`src/rtl/core/dsfp_pkg.sv`:
```
// shared types, constants and helpers of the dust sensor frame parser
package dsfp_pkg;

   // frame geometry
   localparam int FRAME_LEN = 32;
   localparam int POS_W     = 6;
   localparam logic [POS_W-1:0] LAST_POS  = POS_W'(FRAME_LEN - 1);
   localparam logic [POS_W-1:0] CHECK_POS = POS_W'(FRAME_LEN - 2);
   localparam logic [POS_W-1:0] POS_HUNT  = POS_W'(0);
   localparam logic [POS_W-1:0] POS_HDR2  = POS_W'(1);
   localparam logic [POS_W-1:0] POS_BODY  = POS_W'(2);

   // register map, index is byte address / 4
   localparam int CSR_ADDR_W = 5;
   localparam logic [2:0] REG_HEADER_FIRST  = 3'd0;
   localparam logic [2:0] REG_HEADER_SECOND = 3'd1;
   localparam logic [2:0] REG_PM1_OFFSET    = 3'd2;
   localparam logic [2:0] REG_PM25_OFFSET   = 3'd3;
   localparam logic [2:0] REG_PM10_OFFSET   = 3'd4;

   // register reset values
   localparam logic [7:0] HEADER_FIRST_RST  = 8'h42;
   localparam logic [7:0] HEADER_SECOND_RST = 8'h4D;
   localparam logic [4:0] PM1_OFFSET_RST    = 5'd4;
   localparam logic [4:0] PM25_OFFSET_RST   = 5'd6;
   localparam logic [4:0] PM10_OFFSET_RST   = 5'd8;

   // configuration seen by the frame engine
   typedef struct packed {
      logic [7:0] header_first;
      logic [7:0] header_second;
      logic [4:0] pm1_offset;
      logic [4:0] pm25_offset;
      logic [4:0] pm10_offset;
   } cfg_type;

   // one finished frame handed to the output register
   typedef struct packed {
      logic        valid;
      logic [15:0] pm1_value;
      logic [15:0] pm25_value;
      logic [15:0] pm10_value;
      logic        frame_ok;
   } result_type;

   // drop a byte into the high or low half of a big-endian word
   function automatic logic [15:0] place_byte(
      input logic [15:0]      word,
      input logic [POS_W-1:0] pos,
      input logic [POS_W-1:0] off,
      input logic [7:0]       b
   );
      logic [15:0]      w;
      logic [POS_W-1:0] off_lo;
      w      = word;
      off_lo = off + POS_W'(1);
      if (pos == off) begin
         w[15:8] = b;
      end
      if (pos == off_lo) begin
         w[7:0] = b;
      end
      return w;
   endfunction

endpackage

```
`src/rtl/core/dust_sensor_frame_parser_core.sv`:
```
// dust sensor frame parser top level
// a frame result reaches the output after its last byte transfer by way of the
// input byte register, then the result register
// throughput: one byte per cycle, unless a finished frame waits for the result register
// reset: synchronous, clears frame position, both valid flags and restores registers
module dust_sensor_frame_parser_core
   import dsfp_pkg::*;
(
   input  logic                  clock,
   input  logic                  reset,
   input  logic                  req_tvalid,
   output logic                  req_tready,
   input  logic [7:0]            req_tdata,   // [7:0] rx_byte
   output logic                  rsp_tvalid,
   input  logic                  rsp_tready,
   output logic [47:0]           rsp_tdata,   // [15:0] pm1_value, [31:16] pm25_value, [47:32] pm10_value
   output logic [0:0]            rsp_tuser,   // [0] frame_ok
   input  logic                  csr_psel,
   input  logic                  csr_penable,
   input  logic                  csr_pwrite,
   input  logic [CSR_ADDR_W-1:0] csr_paddr,
   input  logic [31:0]           csr_pwdata,
   output logic [31:0]           csr_prdata,
   output logic                  csr_pready
);

   cfg_type    cfg;
   result_type res;
   logic       out_ready;

   dsfp_csr_regs u_csr (
      .clock       (clock),
      .reset       (reset),
      .csr_psel    (csr_psel),
      .csr_penable (csr_penable),
      .csr_pwrite  (csr_pwrite),
      .csr_paddr   (csr_paddr),
      .csr_pwdata  (csr_pwdata),
      .csr_prdata  (csr_prdata),
      .csr_pready  (csr_pready),
      .cfg         (cfg)
   );

   dsfp_frame_engine u_engine (
      .clock      (clock),
      .reset      (reset),
      .cfg        (cfg),
      .req_tvalid (req_tvalid),
      .req_tready (req_tready),
      .req_tdata  (req_tdata),
      .out_ready  (out_ready),
      .res        (res)
   );

   dsfp_out_stage u_out (
      .clock      (clock),
      .reset      (reset),
      .res        (res),
      .out_ready  (out_ready),
      .rsp_tvalid (rsp_tvalid),
      .rsp_tready (rsp_tready),
      .rsp_tdata  (rsp_tdata),
      .rsp_tuser  (rsp_tuser)
   );

   // a blocked frame result is held unchanged until the output frees up
   a_res_held: assert property (@(posedge clock) disable iff (reset)
      (res.valid && !out_ready) |=> (res.valid && $stable(res.pm1_value)
                                     && $stable(res.frame_ok)))
      else $error("frame result changed while stalled");

   // an output transfer only appears after the engine finished a frame
   a_out_source: assert property (@(posedge clock) disable iff (reset)
      $rose(rsp_tvalid) |-> $past(res.valid))
      else $error("result appeared without a finished frame");

   // reset leaves no result pending
   a_reset_empty: assert property (@(posedge clock)
      reset |=> !rsp_tvalid)
      else $error("result valid after reset");

endmodule

```
`src/rtl/core/dsfp_csr_regs.sv`:
```
// configuration register file with an apb-style access port
module dsfp_csr_regs
   import dsfp_pkg::*;
(
   input  logic                  clock,
   input  logic                  reset,
   input  logic                  csr_psel,
   input  logic                  csr_penable,
   input  logic                  csr_pwrite,
   input  logic [CSR_ADDR_W-1:0] csr_paddr,
   input  logic [31:0]           csr_pwdata,
   output logic [31:0]           csr_prdata,
   output logic                  csr_pready,
   output cfg_type               cfg
);

   cfg_type    cfg_ff;
   cfg_type    cfg_in;
   logic       wr_en;
   logic [2:0] reg_idx;

   assign csr_pready = 1'b1;
   assign wr_en      = csr_psel & csr_penable & csr_pwrite & csr_pready;
   assign reg_idx    = csr_paddr[4:2];

   // register write decode
   always_comb begin
      cfg_in = cfg_ff;
      if (wr_en) begin
         case (reg_idx)
            REG_HEADER_FIRST:  cfg_in.header_first  = csr_pwdata[7:0];
            REG_HEADER_SECOND: cfg_in.header_second = csr_pwdata[7:0];
            REG_PM1_OFFSET:    cfg_in.pm1_offset    = csr_pwdata[4:0];
            REG_PM25_OFFSET:   cfg_in.pm25_offset   = csr_pwdata[4:0];
            REG_PM10_OFFSET:   cfg_in.pm10_offset   = csr_pwdata[4:0];
            default:           cfg_in = cfg_ff;
         endcase
      end
   end

   always_ff @(posedge clock) begin
      if (reset) begin
         cfg_ff.header_first  <= HEADER_FIRST_RST;
         cfg_ff.header_second <= HEADER_SECOND_RST;
         cfg_ff.pm1_offset    <= PM1_OFFSET_RST;
         cfg_ff.pm25_offset   <= PM25_OFFSET_RST;
         cfg_ff.pm10_offset   <= PM10_OFFSET_RST;
      end else begin
         cfg_ff <= cfg_in;
      end
   end

   // read mux
   always_comb begin
      case (reg_idx)
         REG_HEADER_FIRST:  csr_prdata = {24'd0, cfg_ff.header_first};
         REG_HEADER_SECOND: csr_prdata = {24'd0, cfg_ff.header_second};
         REG_PM1_OFFSET:    csr_prdata = {27'd0, cfg_ff.pm1_offset};
         REG_PM25_OFFSET:   csr_prdata = {27'd0, cfg_ff.pm25_offset};
         REG_PM10_OFFSET:   csr_prdata = {27'd0, cfg_ff.pm10_offset};
         default:           csr_prdata = 32'd0;
      endcase
   end

   assign cfg = cfg_ff;

endmodule

```
`src/rtl/core/dsfp_frame_engine.sv`:
```
// input byte register, header hunt, frame position, sum and reading capture
module dsfp_frame_engine
   import dsfp_pkg::*;
(
   input  logic       clock,
   input  logic       reset,
   input  cfg_type    cfg,
   input  logic       req_tvalid,
   output logic       req_tready,
   input  logic [7:0] req_tdata,
   input  logic       out_ready,
   output result_type res
);

   logic             in_valid_ff, in_valid_in;
   logic [7:0]       in_byte_ff;
   logic [POS_W-1:0] pos_ff, pos_in;
   logic [15:0]      sum_ff, sum_in;
   logic [15:0]      pm1_ff, pm1_in;
   logic [15:0]      pm25_ff, pm25_in;
   logic [15:0]      pm10_ff, pm10_in;
   logic [15:0]      check_ff, check_in;
   logic             take;
   logic             emit;
   logic             advance;
   logic             req_xfer;
   logic [15:0]      sum_base, pm1_base, pm25_base, pm10_base, check_base;

   // the held byte finishes a frame on the last position
   assign emit       = (pos_ff == LAST_POS);
   assign advance    = in_valid_ff & ~(emit & ~out_ready);
   assign req_tready = ~in_valid_ff | advance;
   assign req_xfer   = req_tvalid & req_tready;

   // input register
   always_comb begin
      in_valid_in = in_valid_ff;
      if (req_xfer) begin
         in_valid_in = 1'b1;
      end else if (advance) begin
         in_valid_in = 1'b0;
      end
   end

   // byte is part of a frame unless a header test fails
   always_comb begin
      case (pos_ff)
         POS_HUNT: take = (in_byte_ff == cfg.header_first);
         POS_HDR2: take = (in_byte_ff == cfg.header_second);
         default:  take = 1'b1;
      endcase
   end

   // a new frame starts from cleared sum and captures
   assign sum_base   = (pos_ff == POS_HUNT) ? 16'd0 : sum_ff;
   assign pm1_base   = (pos_ff == POS_HUNT) ? 16'd0 : pm1_ff;
   assign pm25_base  = (pos_ff == POS_HUNT) ? 16'd0 : pm25_ff;
   assign pm10_base  = (pos_ff == POS_HUNT) ? 16'd0 : pm10_ff;
   assign check_base = (pos_ff == POS_HUNT) ? 16'd0 : check_ff;

   // next frame state
   always_comb begin
      sum_in   = sum_ff;
      pm1_in   = pm1_ff;
      pm25_in  = pm25_ff;
      pm10_in  = pm10_ff;
      check_in = check_ff;
      pos_in   = pos_ff;
      if (take) begin
         pm1_in   = place_byte(pm1_base, pos_ff, {1'b0, cfg.pm1_offset}, in_byte_ff);
         pm25_in  = place_byte(pm25_base, pos_ff, {1'b0, cfg.pm25_offset}, in_byte_ff);
         pm10_in  = place_byte(pm10_base, pos_ff, {1'b0, cfg.pm10_offset}, in_byte_ff);
         check_in = place_byte(check_base, pos_ff, CHECK_POS, in_byte_ff);
         sum_in   = (pos_ff < CHECK_POS) ? sum_base + {8'd0, in_byte_ff} : sum_base;
         pos_in   = emit ? POS_HUNT : pos_ff + POS_W'(1);
      end else begin
         pos_in = POS_HUNT;
      end
   end

   always_ff @(posedge clock) begin
      if (reset) begin
         in_valid_ff <= 1'b0;
         pos_ff      <= POS_HUNT;
      end else begin
         in_valid_ff <= in_valid_in;
         if (advance) begin
            pos_ff <= pos_in;
         end
      end
   end

   always_ff @(posedge clock) begin
      if (req_xfer) begin
         in_byte_ff <= req_tdata;
      end
      if (advance) begin
         sum_ff   <= sum_in;
         pm1_ff   <= pm1_in;
         pm25_ff  <= pm25_in;
         pm10_ff  <= pm10_in;
         check_ff <= check_in;
      end
   end

   // finished frame from the updated captures
   assign res.valid      = in_valid_ff & emit;
   assign res.pm1_value  = pm1_in;
   assign res.pm25_value = pm25_in;
   assign res.pm10_value = pm10_in;
   assign res.frame_ok   = (sum_in == check_in);

endmodule

```
`src/rtl/core/dsfp_out_stage.sv`:
```
// result register on the output stream
module dsfp_out_stage
   import dsfp_pkg::*;
(
   input  logic        clock,
   input  logic        reset,
   input  result_type  res,
   output logic        out_ready,
   output logic        rsp_tvalid,
   input  logic        rsp_tready,
   output logic [47:0] rsp_tdata,
   output logic [0:0]  rsp_tuser
);

   logic        out_valid_ff, out_valid_in;
   logic [47:0] data_ff;
   logic        ok_ff;
   logic        load;

   assign out_ready = ~out_valid_ff | rsp_tready;
   assign load      = res.valid & out_ready;

   always_comb begin
      out_valid_in = out_valid_ff;
      if (load) begin
         out_valid_in = 1'b1;
      end else if (rsp_tready) begin
         out_valid_in = 1'b0;
      end
   end

   always_ff @(posedge clock) begin
      if (reset) begin
         out_valid_ff <= 1'b0;
      end else begin
         out_valid_ff <= out_valid_in;
      end
   end

   // payload captured on load
   always_ff @(posedge clock) begin
      if (load) begin
         data_ff <= {res.pm10_value, res.pm25_value, res.pm1_value};
         ok_ff   <= res.frame_ok;
      end
   end

   assign rsp_tvalid = out_valid_ff;
   assign rsp_tdata  = data_ff;
   assign rsp_tuser  = ok_ff;

endmodule
```
`config.mk`:
```
export PLATFORM = sky130hd
export DESIGN_NAME = dust_sensor_frame_parser_core
export DESIGN_NICKNAME = d
export VERILOG_FILES = /design/src/rtl/core/dsfp_pkg.sv /design/src/rtl/core/dust_sensor_frame_parser_core.sv /design/src/rtl/core/dsfp_csr_regs.sv /design/src/rtl/core/dsfp_frame_engine.sv /design/src/rtl/core/dsfp_out_stage.sv
export SDC_FILE = /design/constraint.sdc
export NUM_CORES = 1
export LEC_CHECK = 0
export ABC_AREA = 1
export BUFFER_PORTS_ARGS = -buffer_cell sky130_fd_sc_hd__buf_2
export CORE_AREA = 5 5 138 140
export DETAILED_ROUTE_END_ITERATION = 16
export DIE_AREA = 0 0 143 145
export PLACE_DENSITY = 0.86
export SYNTH_ARGS = -nofsm -noshare
export SYNTH_HDL_FRONTEND = slang
export SYNTH_SLANG_ARGS = --single-unit
```
`constraint.sdc`:
```
create_clock -name clock -period 5.2 [get_ports clock]
set_input_delay 1.04 -clock clock [delete_from_list [all_inputs] [get_ports clock]]
set_output_delay 1.04 -clock clock [all_outputs]
set_load 0.005 [all_outputs]
```
==> flow_summary.yaml, run 1 <==
sta:
  whs_ns: 0.511
  fin_worst_skew_ns: 0.0131
  rsz0062_at_grt: "no"
  max_slew.worst_pin.slew_ns: 0.887
  relSlewSlack_pct: 40.7
  period_share_pct: 75.2
  setup_viol: 0
  min_period_ns: 3.91
  fmax_mhz: 256
  final.setup.tns_ns: 0
  hold_viol: 0
  final_max_slew_viol_count: 0
worst_setup_path:
  max_stage_delay_ns: 0.48
  crit_family: "simple AND/OR/NAND/NOR gates"
  critPathRequiredTime_ns: 5.39
  critPathKind: "reg -> reg"
  cpMaxStageDelayCell: "dfxtp_1"
  reg2reg_depth: 21
  worst_r2r_endpoint: "u_out.rsp_tuser"
  path_cells: "inv_1, ha_1, nand3_4, nand2_1, inv_1, ha_1, inv_1, fa_1, o21ai_0, nand2_1, nand2_1, inv_1, nor2_1, nor2_1, nor2_2, nand2_4, o21bai_2, nand2_2, xnor2_2, nand3_1, nor2_1"
  crit_top_cell: "inv_1"
  path_max_fanout: 25
  arrival_ns: 4.10
  r2r_slack_ns: 1.29
  path_buf_inv: 4
  cp-end-kind: "flop"
  r2r-start: "u_engine.pos_ff[1]"
  critPathLaunchType: "flop"
synth:
  netlist.area_leader.share_pct: 43.2
  synth_flop_cell: "edfxtp_1"
  syn-cell-area_um2: 9530
  yosysWarnings: 0
  synth.distinct_cells: 53
  yosys-top-cells-area: "edfxtp_1 43%, nand2_1 8.6%, dfxtp_1 8.2%"
  synth_edf_count: 137
  syn-mean-instance-area_um2: 9.01
  synth_seq_area_share_pct: 51.4
  synth_cells: 1058
  ys_ff_latch: 176
  yosys.area.top_type: "edfxtp_1"
  synthArstFlopShare_pct: 0
placement:
  dpl_cell_area_um2: 9930
  gp_congestion: 0.933
  port_buffers: 84
  hpwl_um: 15900
cts:
  cts_setup_buffers: 0
  cts.sinks: 176
  insertion_delay_ns: 0.44
  cts_tree: "built"
  cts_hold_buf: 0
  clk_pin_slew_ns: 0.07
  htree_levels: 4
  cts_buffers: 17
  clockBufferDepth: 2
  root_buffer: "clkbuf_16"
  cts_resized: 0
drt:
  wl_per_cell_um: 16.5
  initialDrtViolationCount: 900
  vias: 7746
  drt_drc_violations_left: 0
  postRouteAntennaNets: 0
  drt_pass1_iterations: 6
  wl_um: 22600
  vias_per_cell: 5.64
power_and_ir_drop:
  power_leakage_uw: 0.00464
  ir_drop_mv: 0.238
  powerDensity_nw_per_um2: 319
grt:
  grt_usage_pct: 21.7
  grt_first_pass_wirelength_um: 36100
  antenna_found_initial: 0
  grt_pass1_vias: 7270
  grt_overflow: 0
  grt_max_degree: 67
cells_and_area:
  fillerInstances: 1488
  antenna_cells: 0
  mostFrequentLayoutCells: "218 x nand2_1, 177 x inv_1, 137 x edfxtp_1, 84 x buf_2, 70 x nand3_1"
  final_common_cell: "nand2_1"
  fin_nets: 1196
  final_area_um2: 10500
  drive_gt1_share_pct: 15.0
  area_delta_synth_final_pct: 10.2
die:
  ios: 136
  num_rows: 49
  start_util_pct: 53.8
  fp.dieH_um: 145
  fp.dieW_um: 143
  design.die.area_um2: 20700
  core_area_um2: 17700
hold_path:
  min-delay-start: "u_csr.cfg[22]"
  holdPathStages: 2
  hold_end: "u_csr.cfg[22]"
  min_path_type: "reg -> reg"
run:
  drv_cap: 0
run_status:
  status: "finished, final reports clean"
## cell usage after synthesis, types with 4 or more instances
library cell,number
nand2_1,218
inv_1,178
edfxtp_1,137
nand3_1,70
o21ai_0,57
nor2_1,53
a21oi_1,42
dfxtp_1,39
o32ai_1,36
buf_4,29
xor2_1,16
nor3_1,14
o31ai_1,13
ha_1,12
o21ai_1,12
nand2_2,11
nand4_1,9
inv_2,8
xnor2_1,8
buf_2,7
clkbuf_1,7
o22ai_1,7
buf_6,6
o21ai_2,6
o211ai_1,5
buf_1,4
buf_8,4
nand4_2,4
or2_2,4
## area by class of cell
| type | count | area (um^2) | area share, % |
|---|---|---|---|
| flip-flops and latches | 176 | 4890 | 46.6 |
| multi-input cells | 660 | 3590 | 34.1 |
| inverters | 187 | 702 | 6.68 |
| repair buffers | 89 | 458 | 4.36 |
| clock buffers | 17 | 425 | 4.05 |
| well taps | 229 | 287 | 2.73 |
| clock inverters | 15 | 149 | 1.42 |
## power by group
group / switching [uW] / total, uW / internal, uW
logic: 309 / 438 / 128
clock network: 593 / 1230 / 637
registers: 44.9 / 1680 / 1630
total: 948 / 3350 / 2400
## sequential cells by signal, summed over array words and instances, names as in the netlist
| register | cells |
|---|---|
| u_engine.pm10_ff | 16 |
| u_engine.pm25_ff | 16 |
| u_out.rsp_tuser | 1 |
| u_out.rsp_tvalid | 1 |
| u_engine.pos_ff | 6 |
| u_engine.sum_ff | 16 |
| u_engine.in_valid_ff | 1 |
| u_engine.check_ff | 16 |
| u_engine.pm1_ff | 16 |
| u_csr.cfg | 31 |
| u_out.rsp_tdata | 48 |
| u_engine.in_byte_ff | 8 |
## worst min-delay path: stages (launching register included)
cell	delay, ns
dfxtp_1	0.31
inv_1	0.09
a21oi_1	0.06
## kinds of logic (layout without fill, tap and decap cells)
kind of cell | after synthesis | in the layout | synth area share, %
adder cells (fa/ha/maj) | 13 | 13 | 1.79
AO/OA/AOI/OAI | 192 | 192 | 12.8
flip-flops | 176 | 176 | 51.4
other | 2 | 25 | 0.0788
AND/OR/NAND/NOR | 405 | 405 | 19.6
buffers and inverters | 245 | 308 | 12.0
XOR/XNOR | 25 | 25 | 2.38
## routing by layer
metal	GRT usage [%]	share of wire, %
met5	0	0
met4	6.13	1.8
met1	28.3	39
met3	3.88	9.2
met2	37.1	50
## worst max path at each step
stage	slack (ns)	start	to	cells after the start
floorplan	1.32	u_engine.pos_ff[0]	u_out.rsp_tdata[0]	6
global placement	1.44	u_engine.pos_ff[1]	u_out.rsp_tuser	21
detailed placement	1.38	u_engine.pos_ff[1]	u_out.rsp_tuser	21
CTS	1.36	u_engine.pos_ff[1]	u_out.rsp_tuser	21
global route	0.97	u_engine.pos_ff[1]	u_out.rsp_tuser	21
finish	1.29	u_engine.pos_ff[1]	u_out.rsp_tuser	21
## through the flow
stage	instances	util, %	power (uW)	setup WS [ns]
after floorplan	1081	-	2030	1.32
after global placement	1341	56.0	2110	1.44
after detailed placement	1341	56.0	2130	1.38
after CTS	1373	59.3	3350	1.36
after global routing	1373	59.3	3470	0.968
final	1373	59.3	3350	1.29
Power figures use the tool's default switching activity.
==> run 2: changes to the inputs <==
clock period = 3.71 ns   (was 5.2 ns; I/O delays follow)
==> run 2 against run 1 <==
Net effect: non-clock buffer count rose by 19; die area stayed put; clock skew grew 0.00099 ns; count of clock-buffer cells in the layout grew 1.
==> flow_summary.yaml, run 2 (synthesis results as in run 1) <==
power_and_ir_drop:
  ir_drop_mv: 0.384
  powerDensity_nw_per_um2: 443
  power_leakage_uw: 0.00474
  p_total_uw: 4730
hold_path:
  hold_end: "u_engine.in_byte_ff[1]"
  min_path_type: "in -> reg"
  holdPathStages: 1
  min-delay-start: "req_tdata[1]"
cells_and_area:
  register_area_um2: 4890
  fin_nets: 1215
  drive_gt1_share_pct: 16.5
  final_common_cell: "nand2_1"
  fillerInstances: 1445
  area_delta_synth_final_pct: 11.9
  antenna_cells: 0
  fin_cells: 1392
  multi_input_area_um2: 3590
  largest_reg_flops: 48
  mostFrequentLayoutCells: "218 x nand2_1, 177 x inv_1, 137 x edfxtp_1, 84 x buf_2, 70 x nand3_1"
drt:
  postRouteAntennaNets: 0
  wl_um: 22800
  drt_pass1_iterations: 5
  vias_per_cell: 5.60
  initialDrtViolationCount: 793
  vias: 7790
  drt_drc_violations_left: 0
  wl_per_cell_um: 16.4
sta:
  final_max_slew_viol_count: 0
  fmax_mhz: 294
  fin_worst_skew_ns: 0.0140
  period_share_pct: 91.8
  max_slew.worst_pin.slew_ns: 0.792
  worst_slack_ns: 0.303
  final.setup.tns_ns: 0
  setup_viol: 0
  relSlewSlack_pct: 47.2
  min_period_ns: 3.41
  rsz0062_at_grt: "no"
  hold_viol: 0
grt:
  antenna_found_initial: 0
  grt_overflow: 0
  grt_usage_pct: 21.6
  grt_max_degree: 55
  grt_pass1_vias: 7365
  grt_first_pass_wirelength_um: 35900
cts:
  cts_setup_buffers: 0
  cts_buffers: 17
  htree_levels: 4
  clockBufferDepth: 2
  clk_pin_slew_ns: 0.07
  cts_hold_buf: 0
  root_buffer: "clkbuf_16"
  cts_resized: 0
  cts.sinks: 176
  cts_tree: "built"
  insertion_delay_ns: 0.44
worst_setup_path:
  critPathKind: "reg -> reg"
  reg2reg_depth: 16
  critPathLaunch: "u_engine.pos_ff[1]"
  path_max_fanout: 30
  r2r_slack_ns: 0.30
  r2r-start: "u_engine.pos_ff[1]"
  arrival_ns: 3.62
  critPathLaunchType: "flop"
  critPathRequiredTime_ns: 3.92
  worst_r2r_endpoint: "u_engine.pm25_ff[8]"
  cp-end-kind: "flop"
die:
  core_area_um2: 17700
  fp.dieW_um: 143
  num_rows: 49
  design.die.area_um2: 20700
  ios: 136
  fp.dieH_um: 145
  start_util_pct: 53.8
placement:
  gp_congestion: 0.916
  pre_cts_slack_ns: 0.297
  place_inst: 1360
  port_buffers: 84
  hpwl_um: 16200
run:
  drv_cap: 0
run_status:
  status: "finished, final reports clean"
[run 2: changes by cell type in the layout (fill, tap and decap cells not counted)]
cell | before | now
clkinv_1 | 2 | 1
ha_2 | 0 | 1
inv_6 | 0 | 2
clkinv_2 | 0 | 1
ha_1 | 12 | 11
clkinvlp_4 | 0 | 1
clkbuf_1 | 0 | 1
buf_4 | 5 | 22
clkinv_4 | 7 | 3
buf_12 | 0 | 2
[run 2: worst max-delay path by stage]
stage	end	cells after the start
2_1_floorplan	u_engine.pos_ff[2]	11
3_3_place_gp	u_out.rsp_tuser	20
3_5_place_dp	u_out.rsp_tdata[24]	16
4_1_cts	u_engine.pm25_ff[8]	16
5_1_grt	u_out.rsp_tuser	20
6_report	u_engine.pm25_ff[8]	16
[run 2: cell type report]
class                      instances  share of cell area [%]
sequential                       176                    45.9
multi-input combinational        660                    33.6
inverter                         187                    6.58
timing repair buffer             108                    5.87
clock buffer                      18                    4.02
tap                              229                    2.69
clock inverter                    14                    1.31
[run 2: where the power goes]
| group | switching [uW] | internal, uW |
|---|---|---|
| sequential | 55.8 | 2290 |
| clock | 838 | 895 |
| combinational | 448 | 204 |
| total | 1340 | 3390 |
[run 2: critical path, cell delays in order, from the launching register on]
cell     delay (ns)
dfxtp_1        0.32
inv_1          0.28
ha_2           0.43
nand3_4        0.18
nand2_1        0.12
nand2_1        0.06
nand2_1        0.05
nand2_1        0.06
nand2_1        0.13
nor2_4         0.06
nand2_4        0.11
nand2_4        0.07
inv_2          0.46
buf_4          0.30
a21oi_1        0.06
buf_4          0.18
o21ai_0        0.32
[run 2: metal layers]
layer	wire length (um)	vias up	part of all wire (%)	GRT usage [%]
li1	-	3715	-	-
met1	9270	3652	41	28.1
met2	11000	373	48	35.2
met3	1990	50	8.7	4.90
met4	535	0	2.3	7.98
met5	0	-	0	0
[run 2: stage by stage]
step                      hold WS [ns]  utilization (%)  instance area, um^2
after floorplan                  0.444                -                 9620
after global placement           0.489             57.0                10100
final                            0.471             60.2                10700
after detailed placement         0.493             57.0                10100
after global routing             0.465             60.2                10700
after CTS                        0.456             60.2                10700
